[config.mk]
export PLATFORM = sky130hd
export DESIGN_NAME = murmur_hash64b_stream
export DESIGN_NICKNAME = d
export VERILOG_FILES = /design/src/rtl/mhb_pkg.sv /design/src/rtl/murmur_hash64b_stream.sv /design/src/rtl/mhb_mul.sv
export VERILOG_INCLUDE_DIRS = /design/src /design/src/rtl
export SDC_FILE = /design/constraint.sdc
export NUM_CORES = 1
export LEC_CHECK = 0
export BUFFER_PORTS_ARGS = -buffer_cell sky130_fd_sc_hd__buf_2
export CELL_PAD_IN_SITES_DETAIL_PLACEMENT = 1
export CELL_PAD_IN_SITES_GLOBAL_PLACEMENT = 1
export CORE_MARGIN = 4
export CORE_UTILIZATION = 45
export DETAILED_ROUTE_END_ITERATION = 7
export HOLD_SLACK_MARGIN = 0.15
export PLACE_DENSITY_LB_ADDON = 0.1
export SLEW_MARGIN = 25
export SYNTH_ARGS = -nofsm -noshare
export SYNTH_HDL_FRONTEND = slang
export SYNTH_SLANG_ARGS = --single-unit
export TNS_END_PERCENT = 100
[constraint.sdc]
create_clock -name clk_i -period 10 [get_ports clk_i]
set_input_delay 3 -clock clk_i [delete_from_list [all_inputs] [get_ports clk_i]]
set_output_delay 3 -clock clk_i [all_outputs]
set_load 0.05 [all_outputs]
[src/rtl/assert_macros.svh]
// Assertion helpers, clocked on clk_i and disabled during reset.
`ifndef ASSERT_MACROS_SVH
`define ASSERT_MACROS_SVH

// Property must hold at every edge outside reset.
`define MHB_ASSERT(lbl, prop, msg) \
  lbl: assert property (@(posedge clk_i) disable iff (!rst_ni) (prop)) else $error(msg);

// Consequent must hold on the edge after the antecedent.
`define MHB_ASSERT_NEXT(lbl, ante, cons, msg) \
  lbl: assert property (@(posedge clk_i) disable iff (!rst_ni) (ante) |=> (cons)) \
    else $error(msg);

`endif

[src/rtl/mhb_pkg.sv]
package mhb_pkg;

  localparam logic [31:0] MIX_MUL = 32'h5bd1_e995;

  localparam int unsigned WORD_SHIFT = 24;
  localparam int unsigned FIN_SH_A   = 18;
  localparam int unsigned FIN_SH_B   = 22;
  localparam int unsigned FIN_SH_C   = 17;
  localparam int unsigned FIN_SH_D   = 19;

  // Request kinds carried in tuser
  localparam logic REQ_START = 1'b0;
  localparam logic REQ_DATA  = 1'b1;

  typedef logic [31:0] word_t;

endpackage

[src/rtl/murmur_hash64b_stream.sv]
// Channel   | Dir | Transfer                  | Payload
// ----------+-----+---------------------------+--------------------------------------
// s_axis    | in  | tvalid & tready           | tuser: req_type; tdata: msg_len, data_word
// m_axis    | out | tvalid & tready           | tdata: hash_value
// cfg       | in  | we high at clock edge     | wdata: hash_seed
//
// A start loads the lanes from seed and length. A full data word runs on the shared
// multiplier in steps (mix, mix, lane multiply, combine); a tail word takes one multiply.
// Finishing runs four mixing rounds on the same multiplier plus hand-off;
// zero-length start goes straight to finishing.
// rst_ni is asynchronous, active low; it clears seed, lanes and all control.
// s_axis_tready_o is high only while idle. A finished hash waits in the
// hand-off state while the output register still holds an untaken hash.
module murmur_hash64b_stream
  import mhb_pkg::*;
(
  input  logic        clk_i,
  input  logic        rst_ni,
  // configuration
  input  logic        cfg_we_i,
  input  logic [63:0] cfg_wdata_i,    // hash_seed
  // input stream
  input  logic        s_axis_tvalid_i,
  output logic        s_axis_tready_o,
  input  logic [63:0] s_axis_tdata_i, // [31:0] msg_len, [63:32] data_word
  input  logic        s_axis_tuser_i, // [0] req_type
  // output stream
  output logic        m_axis_tvalid_o,
  input  logic        m_axis_tready_i,
  output logic [63:0] m_axis_tdata_o  // [63:0] hash_value
);

`include "assert_macros.svh"

  typedef enum logic [10:0] {
    ST_IDLE = 11'b000_0000_0001,
    ST_W1   = 11'b000_0000_0010,  // k ^= k >> 24, multiply again
    ST_W2   = 11'b000_0000_0100,  // hold k, multiply lane
    ST_W3   = 11'b000_0000_1000,  // lane = lane*M ^ k
    ST_T1   = 11'b000_0001_0000,  // tail product into lane two
    ST_F0   = 11'b000_0010_0000,
    ST_F1   = 11'b000_0100_0000,
    ST_F2   = 11'b000_1000_0000,
    ST_F3   = 11'b001_0000_0000,
    ST_F4   = 11'b010_0000_0000,
    ST_DONE = 11'b100_0000_0000   // wait for the output register
  } state_e;

  state_e state_q, state_d;
  logic [63:0] seed_q;
  word_t lane1_q, lane1_d, lane2_q, lane2_d, k_q, k_d;
  word_t bytes_q, bytes_d;
  logic  parity_q, parity_d, open_q, open_d;
  logic  out_valid_q, out_valid_d;
  logic [63:0] out_data_q, out_data_d;

  word_t mul_op, prod;
  word_t len_w, data_w, tail_w;
  logic  s_xfer, m_xfer;

  assign len_w  = s_axis_tdata_i[31:0];
  assign data_w = s_axis_tdata_i[63:32];
  assign s_xfer = s_axis_tvalid_i & s_axis_tready_o;
  assign m_xfer = out_valid_q & m_axis_tready_i;

  assign s_axis_tready_o = (state_q == ST_IDLE);
  assign m_axis_tvalid_o = out_valid_q;
  assign m_axis_tdata_o  = out_data_q;

  // Tail bytes only: the masked word is used only when bytes_q is 1..3
  always_comb begin
    case (bytes_q[1:0])
      2'd3:    tail_w = data_w & 32'h00ff_ffff;
      2'd2:    tail_w = data_w & 32'h0000_ffff;
      default: tail_w = data_w & 32'h0000_00ff;
    endcase
  end

  mhb_mul u_mul (
    .clk_i  (clk_i),
    .op_i   (mul_op),
    .prod_o (prod)
  );

  always_comb begin
    state_d     = state_q;
    lane1_d     = lane1_q;
    lane2_d     = lane2_q;
    k_d         = k_q;
    bytes_d     = bytes_q;
    parity_d    = parity_q;
    open_d      = open_q;
    out_valid_d = out_valid_q & ~m_xfer;
    out_data_d  = out_data_q;
    mul_op      = data_w;

    case (state_q)
      ST_IDLE: begin
        if (bytes_q < 32'd4) begin
          mul_op = lane2_q ^ tail_w;
        end
        if (s_xfer) begin
          if (s_axis_tuser_i == REQ_START) begin
            lane1_d  = seed_q[31:0] ^ len_w;
            lane2_d  = seed_q[63:32];
            bytes_d  = len_w;
            parity_d = 1'b0;
            open_d   = (len_w != 32'd0);
            if (len_w == 32'd0) begin
              state_d = ST_F0;
            end
          end else if (open_q) begin
            if (bytes_q >= 32'd4) begin
              bytes_d = bytes_q - 32'd4;
              open_d  = (bytes_q != 32'd4);
              state_d = ST_W1;
            end else begin
              bytes_d = '0;
              open_d  = 1'b0;
              state_d = ST_T1;
            end
          end
        end
      end
      ST_W1: begin
        mul_op  = prod ^ (prod >> WORD_SHIFT);
        state_d = ST_W2;
      end
      ST_W2: begin
        mul_op  = parity_q ? lane2_q : lane1_q;
        k_d     = prod;
        state_d = ST_W3;
      end
      ST_W3: begin
        if (parity_q) begin
          lane2_d = prod ^ k_q;
        end else begin
          lane1_d = prod ^ k_q;
        end
        parity_d = ~parity_q;
        state_d  = (bytes_q == 32'd0) ? ST_F0 : ST_IDLE;
      end
      ST_T1: begin
        lane2_d = prod;
        state_d = ST_F0;
      end
      // Cross-mixing rounds; each new lane value comes straight off the product
      ST_F0: begin
        mul_op  = lane1_q ^ (lane2_q >> FIN_SH_A);
        state_d = ST_F1;
      end
      ST_F1: begin
        lane1_d = prod;
        mul_op  = lane2_q ^ (prod >> FIN_SH_B);
        state_d = ST_F2;
      end
      ST_F2: begin
        lane2_d = prod;
        mul_op  = lane1_q ^ (prod >> FIN_SH_C);
        state_d = ST_F3;
      end
      ST_F3: begin
        lane1_d = prod;
        mul_op  = lane2_q ^ (prod >> FIN_SH_D);
        state_d = ST_F4;
      end
      ST_F4: begin
        lane2_d = prod;
        state_d = ST_DONE;
      end
      ST_DONE: begin
        if (!out_valid_q || m_axis_tready_i) begin
          out_valid_d = 1'b1;
          out_data_d  = {lane1_q, lane2_q};
          state_d     = ST_IDLE;
        end
      end
      default: begin
        state_d = ST_IDLE;
      end
    endcase
  end

  always_ff @(posedge clk_i or negedge rst_ni) begin
    if (!rst_ni) begin
      state_q     <= ST_IDLE;
      seed_q      <= '0;
      lane1_q     <= '0;
      lane2_q     <= '0;
      k_q         <= '0;
      bytes_q     <= '0;
      parity_q    <= 1'b0;
      open_q      <= 1'b0;
      out_valid_q <= 1'b0;
    end else begin
      state_q     <= state_d;
      lane1_q     <= lane1_d;
      lane2_q     <= lane2_d;
      k_q         <= k_d;
      bytes_q     <= bytes_d;
      parity_q    <= parity_d;
      open_q      <= open_d;
      out_valid_q <= out_valid_d;
      if (cfg_we_i) begin
        seed_q <= cfg_wdata_i;
      end
    end
  end

  always_ff @(posedge clk_i) begin
    out_data_q <= out_data_d;
  end

  `MHB_ASSERT(a_open_has_bytes, !open_q || (bytes_q != 32'd0), "open message with no bytes left")
  `MHB_ASSERT_NEXT(a_zero_len_fin, s_xfer && (s_axis_tuser_i == REQ_START) && (len_w == 32'd0), (state_q == ST_F0) && !open_q, "zero length start did not finish")
  `MHB_ASSERT_NEXT(a_word_seq, s_xfer && (s_axis_tuser_i == REQ_DATA) && open_q && (bytes_q >= 32'd4), state_q == ST_W1, "full word did not enter mixing")
  `MHB_ASSERT(a_out_from_done, !$rose(out_valid_q) || ($past(state_q) == ST_DONE), "hash shown outside hand-off")

endmodule

[src/rtl/mhb_mul.sv]
// Shared constant multiplier, product registered (low 32 bits).
module mhb_mul
  import mhb_pkg::*;
(
  input  logic  clk_i,
  input  word_t op_i,
  output word_t prod_o
);

  word_t prod_d, prod_q;

  assign prod_d = op_i * MIX_MUL;

  always_ff @(posedge clk_i) begin
    prod_q <= prod_d;
  end

  assign prod_o = prod_q;

endmodule
# --- Yosys cells after proc, flatten, opt, wreduce, memory -nomap -nowiden ---
# Index checks and enable logic that the tools add are counted.
word_totals:
  ff_bits: 302
  latchBits: 0
  ramBits: 0
  mem_bits_ro: 0
  inputBits: 134
  output_inout_bits: 66
  elab_cells: 98
  memories: 0
op_classes:
  addsub: 1
  multipliers: 1
  div: 0
  magnitude_cmp: 2
  n_eq_ne: 22
  n_shift: 0
  n_mux: 31
  n_bitwise: 13
  n_reduce_logical: 17
ops:
  columns: ["cell", "n"]
  rows:
  - ["2-to-1 mux 32 bit", 11]
  - ["case mux 32 bit (7 select lines)", 1]
  - ["case mux 32 bit (3 select lines)", 2]
  - ["case mux 11 bit (11 select lines)", 1]
  - ["logical NOT 32 bit", 2]
  - ["XOR 32 bit", 2]
  - ["2-to-1 mux 11 bit", 5]
  - ["case mux 24 bit (2 select lines)", 1]
  - ["greater-or-equal comparator 32 x 3 -> 1 bit (second input constant)", 1]
  - ["less-than comparator 32 x 3 -> 1 bit (second input constant)", 1]
  - ["multiplier 32 x 31 -> 32 bit (second input constant)", 1]
  - ["!= test 32 x 3 -> 1 bit (second input constant)", 1]
  - ["nonzero test 32 bit", 1]
  - ["subtractor 32 x 3 -> 32 bit (second input constant)", 1]
  - ["XOR 32 x 10 -> 32 bit", 1]
  - ["XOR 32 x 13 -> 32 bit", 1]
  - ["XOR 32 x 14 -> 32 bit", 1]
  - ["XOR 32 x 15 -> 32 bit", 1]
  - ["XOR 32 x 24 -> 32 bit", 1]
  - ["XOR 32 x 8 -> 32 bit", 1]
  - ["AND reduction 4 bit", 3]
  - ["== test 11 x 1 -> 1 bit (second input constant)", 1]
  - ["== test 11 x 10 -> 1 bit (second input constant)", 1]
  - ["== test 11 bit (second input constant)", 1]
  - ["other kinds (27)", 44]

# --- Logic depth before layout (Yosys ltp) ---
depth:
  ltp_word: 6
  mapped_depth: 36
  mapped_depth_nobuf: 34

# --- Hierarchy ---
# From an unflattened synthesis, not the netlist that was laid out.
hier_totals:
  cells_unflattened: 2515
  area_unflattened_um2: 24537.3
by_module_without_submodules:
  columns: ["module", "instances", "cells_each", "area_each_um2", "seq_area_each_um2"]
  rows:
  - ["murmur_hash64b_stream", 1, 1538, 14983.1, 7078.0]
  - ["mhb_mul", 1, 977, 9554.2, 640.6]

# --- Least setup slack after synthesis ---
# Ideal clock, no wire load.
synth_timing:
  path_kind: "input-to-reg"
  startpoint: "input port s_axis_tdata_i[40]"
  endpoint: "register u_mul.prod_q[31] (netlist: u_mul.prod_o[31])"
  setup_time_ns: 0.127
  arrival_time_ns: 9.502
  t_required_ns: 9.873
  setup_slack_ns: 0.371
  stages: 22
  path_buffers: 0
  cell_sequence: "mux2i_1 a22o_1 a21oi_1 a31oi_1 fa_1 fa_1 fa_1 inv_1 fa_1 fa_1 fa_1 fa_1 fa_1 xnor2_1 xnor2_1 xnor2_1 xnor2_1 xnor2_1 xnor2_1 xnor3_1 xnor3_1 xor2_1"
synth_via:
  elab_chain_cells: 5
synth_rtl:
  columns: ["item", "line_no", "source"]
  rows:
  - ["start, declared", "murmur_hash64b_stream.sv:25", "input logic [63:0] s_axis_tdata_i,"]
  - ["case mux 24 bit (2 select lines)", "murmur_hash64b_stream.sv:72", "case (bytes_q[1:0])"]
  - ["XOR 32 x 24 -> 32 bit", "murmur_hash64b_stream.sv:100", "mul_op = lane2_q ^ tail_w;"]
  - ["2-to-1 mux 32 bit", "murmur_hash64b_stream.sv:99", "if (bytes_q < 32'd4) begin"]
  - ["case mux 32 bit (7 select lines) (*)", "murmur_hash64b_stream.sv:97", "case (state_q)"]
  - ["multiplier 32 x 31 -> 32 bit (*)", "mhb_mul.sv:12", "assign prod_d = op_i * MIX_MUL;"]
  - ["via u_mul.prod_d[31]", "mhb_mul.sv:10", "word_t prod_d, prod_q;"]
  - ["end signal, assigned", "mhb_mul.sv:15", "prod_q <= prod_d;"]
  - ["end, declared", "mhb_mul.sv:10", null]
# Mark *: on every way through the listed nets, which the timed path passes. The rest lies on a longest branch.
# A chain may end at the register's enable or synchronous reset.

# --- Final worst setup path ---
layout_timing:
  startpoint: "input port s_axis_tdata_i[43]"
  endpoint: "register u_mul.prod_q[30] (netlist: u_mul.prod_o[30])"
# Same word-level chain as after synthesis.

==> results.cfg <==
[logic_synthesis]
synth_cells = 2454
synthesis.nets = 2988
yosys-top-cells-area = dfrtp_1, fa_1, ha_1
yosysMostFrequentCell = inv_1
synth_cell_types = 91
yosysWarnings = 0
yosysTopAreaCellShare_pct = 21.5
synthArstFlopShare_pct = 68.2
synth_common_cells = inv_1, ha_1, dfrtp_1, nand2_1, o21ai_0
yosys.area.top_type = dfrtp_1
postSynthAreaPerCell_sq_um = 9.73
synth_edf_count = 64
synth_seq_cells = 302
seq_area_frac_synth_pct = 32.3
synth_ff_type = dfrtp_1
netlist_area_sq_mm = 0.0239

[sta]
worst_slack_ps = 544
tightest_slew_ps = 1050
period_share_pct = 94.6
whs_ps = 508
drv_slew = 0
max_freq_mhz = 106
rsz0062_at_grt = no
fin_skew_ps = 22.0
final.min_clock_period_ps = 9460
hold_viol = 0
slew_headroom_pct = 29.6
setup_viol_count_final = 0
tns_ps = 0

[cts]
cts_sinks = 302
hold_buffers = 0
clockRootBuffer = clkbuf_16
clkLatencyLatePin_ps = 560
tritoncts = yes
cts_resized = 0
clock_path_buffers = 3
cts_setup_buffers = 0
clk_pin_slew_worst_paths_ps = 60
htreeDepth = 2
numCtsBuffers = 36

[drt]
first_pass_iters = 6
drt_iter0_drc = 1504
drtAntennaViolNets = 0
drc_errors = 0
vias = 19800
wl_per_cell_microns = 25.8
viasPerCell = 5.85
wl_microns = 87500

[placement]
io_buffer_count = 199
dpl.hpwl_microns = 67500
place_congestion = 0.914
dp_slack_ps = 46.7

[floorplan]
die_y_microns = 238
die-area_sq_mm = 0.0568
fp-row-count = 84
die_w_microns = 238
start_util_pct = 45.4
core-area_sq_mm = 0.0526
ios = 200

[layout]
num-fill-cells = 5972
nets = 3200
syn2layout_area_growth_pct = 13.8
fin_util_pct = 51.7
drive_gt1_share_pct = 16.9

[global_routing]
grt_antenna_before_repair = 7
overflow = 0
grt_usage_pct = 30.7
grt_pass1_wl_microns = 133000
grt_pass1_vias = 21400
grt_max_degree = 74

[setup_path]
end_kind = flop
path_common_cell = fa_1
crit_path_start_kind = primary input
cp.required_ps = 10470
crit_arrival_ps = 9920
cpPeakStageDelay_ps = 580
cpMaxStageDelayCell = fa_1
crit_fanout = 7
critPathKind = primary input to flop

[job]
maxCapViolCount = 0

[min_path]
hold_class = flop to flop

[run_status]
status = finished clean
state kept, by name (all words and copies together), names as in the netlist:
register	cells
lane2_q	32
m_axis_tvalid_o	1
seed_q	64
m_axis_tdata_o	64
open_q	1
k_q	32
lane1_q	32
state_q	11
u_mul.prod_o	32
bytes_q	32
parity_q	1
layout by cell type (no fill, tap or decap), types with 9 or more instances in the layout:
cell,synthesis,final
o22ai_1,29,29
buf_4,1,81
a21o_1,10,10
nand3_1,12,12
inv_1,371,371
a31oi_1,44,44
a21oi_1,99,98
nor4_1,17,17
o21ai_0,184,184
dfxtp_1,32,32
nor2b_1,10,9
mux2_2,64,64
nor2_1,162,160
buf_2,2,198
a22o_1,15,15
clkbuf_16,0,38
a221oi_1,53,53
nor3_1,21,21
nor3b_1,40,40
a22oi_1,21,21
nand2_1,204,204
ha_1,219,219
o21a_1,13,13
clkinv_2,0,10
dfrtp_1,205,205
fa_1,181,181
edfxtp_1,64,64
a222oi_1,12,12
nand4_1,14,14
and2_1,10,10
xnor2_1,49,49
xor2_1,47,47
worst paths after layout:
kind,from,end,slack (ps),depth (start not counted)
max in group asynchronous,rst_ni,seed_q[34],6220,2
min reg2reg,lane1_q[16],m_axis_tdata_o[48],510,0
max reg2reg,state_q[5],u_mul.prod_o[31],820,33
min in group asynchronous,rst_ni,seed_q[20],2400,1
max,s_axis_tdata_i[43],u_mul.prod_o[30],540,26
min,lane1_q[16],m_axis_tdata_o[48],510,0
logic make-up after synthesis:
| kind of cell | share of synthesized area [%] |
|---|---|
| buffers and inverters | 7.88 |
| adders and majority gates | 26.7 |
| muxes | 3.27 |
| and+or+nand+nor | 11.2 |
| DFF | 32.3 |
| xor gates and xnor gates | 3.88 |
| AOI/OAI and AO/OA | 14.8 |
metrics by stage:
stage          area (sq um)  cells
2_1_floorplan         23900   2454
3_3_place_gp          26000   3314
3_5_place_dp          26000   3314
4_1_cts               27100   3380
5_1_grt               27200   3383
6_report              27200   3388
routing by layer:
metal  track usage (%)  part of all wire (%)  wire, microns  up-vias
li1                  -                     -              -     8816
met1              40.6                    42          36400    10200
met4              9.01                   3.2           2790       10
met2              52.6                    49          42800      654
met3              4.53                   6.2           5400      142
met5                 0                 0.067             59        -
worst max-delay path: cells and delay by family:
family	cells	cell delay, ps
compound gates	8	1440
xor+xnor	1	170
fa+ha+maj	9	4070
simple gates	1	300
buf+inv	7	930
cell type report:
| cell class | instances | area (sq um) | share of cell area, % |
|---|---|---|---|
| multi-input combinational | 1666 | 14300 | 52.7 |
| sequential | 302 | 7720 | 28.4 |
| timing repair buffer | 285 | 1690 | 6.21 |
| inverter | 375 | 1410 | 5.18 |
| clock buffer | 45 | 987 | 3.63 |
| tap | 688 | 861 | 3.17 |
| clock inverter | 21 | 180 | 0.663 |
| antenna | 6 | 15.0 | 0.0553 |
Power is not shown: default switching activity piles up to over one toggle a cycle in this logic, so the estimate is an artifact.
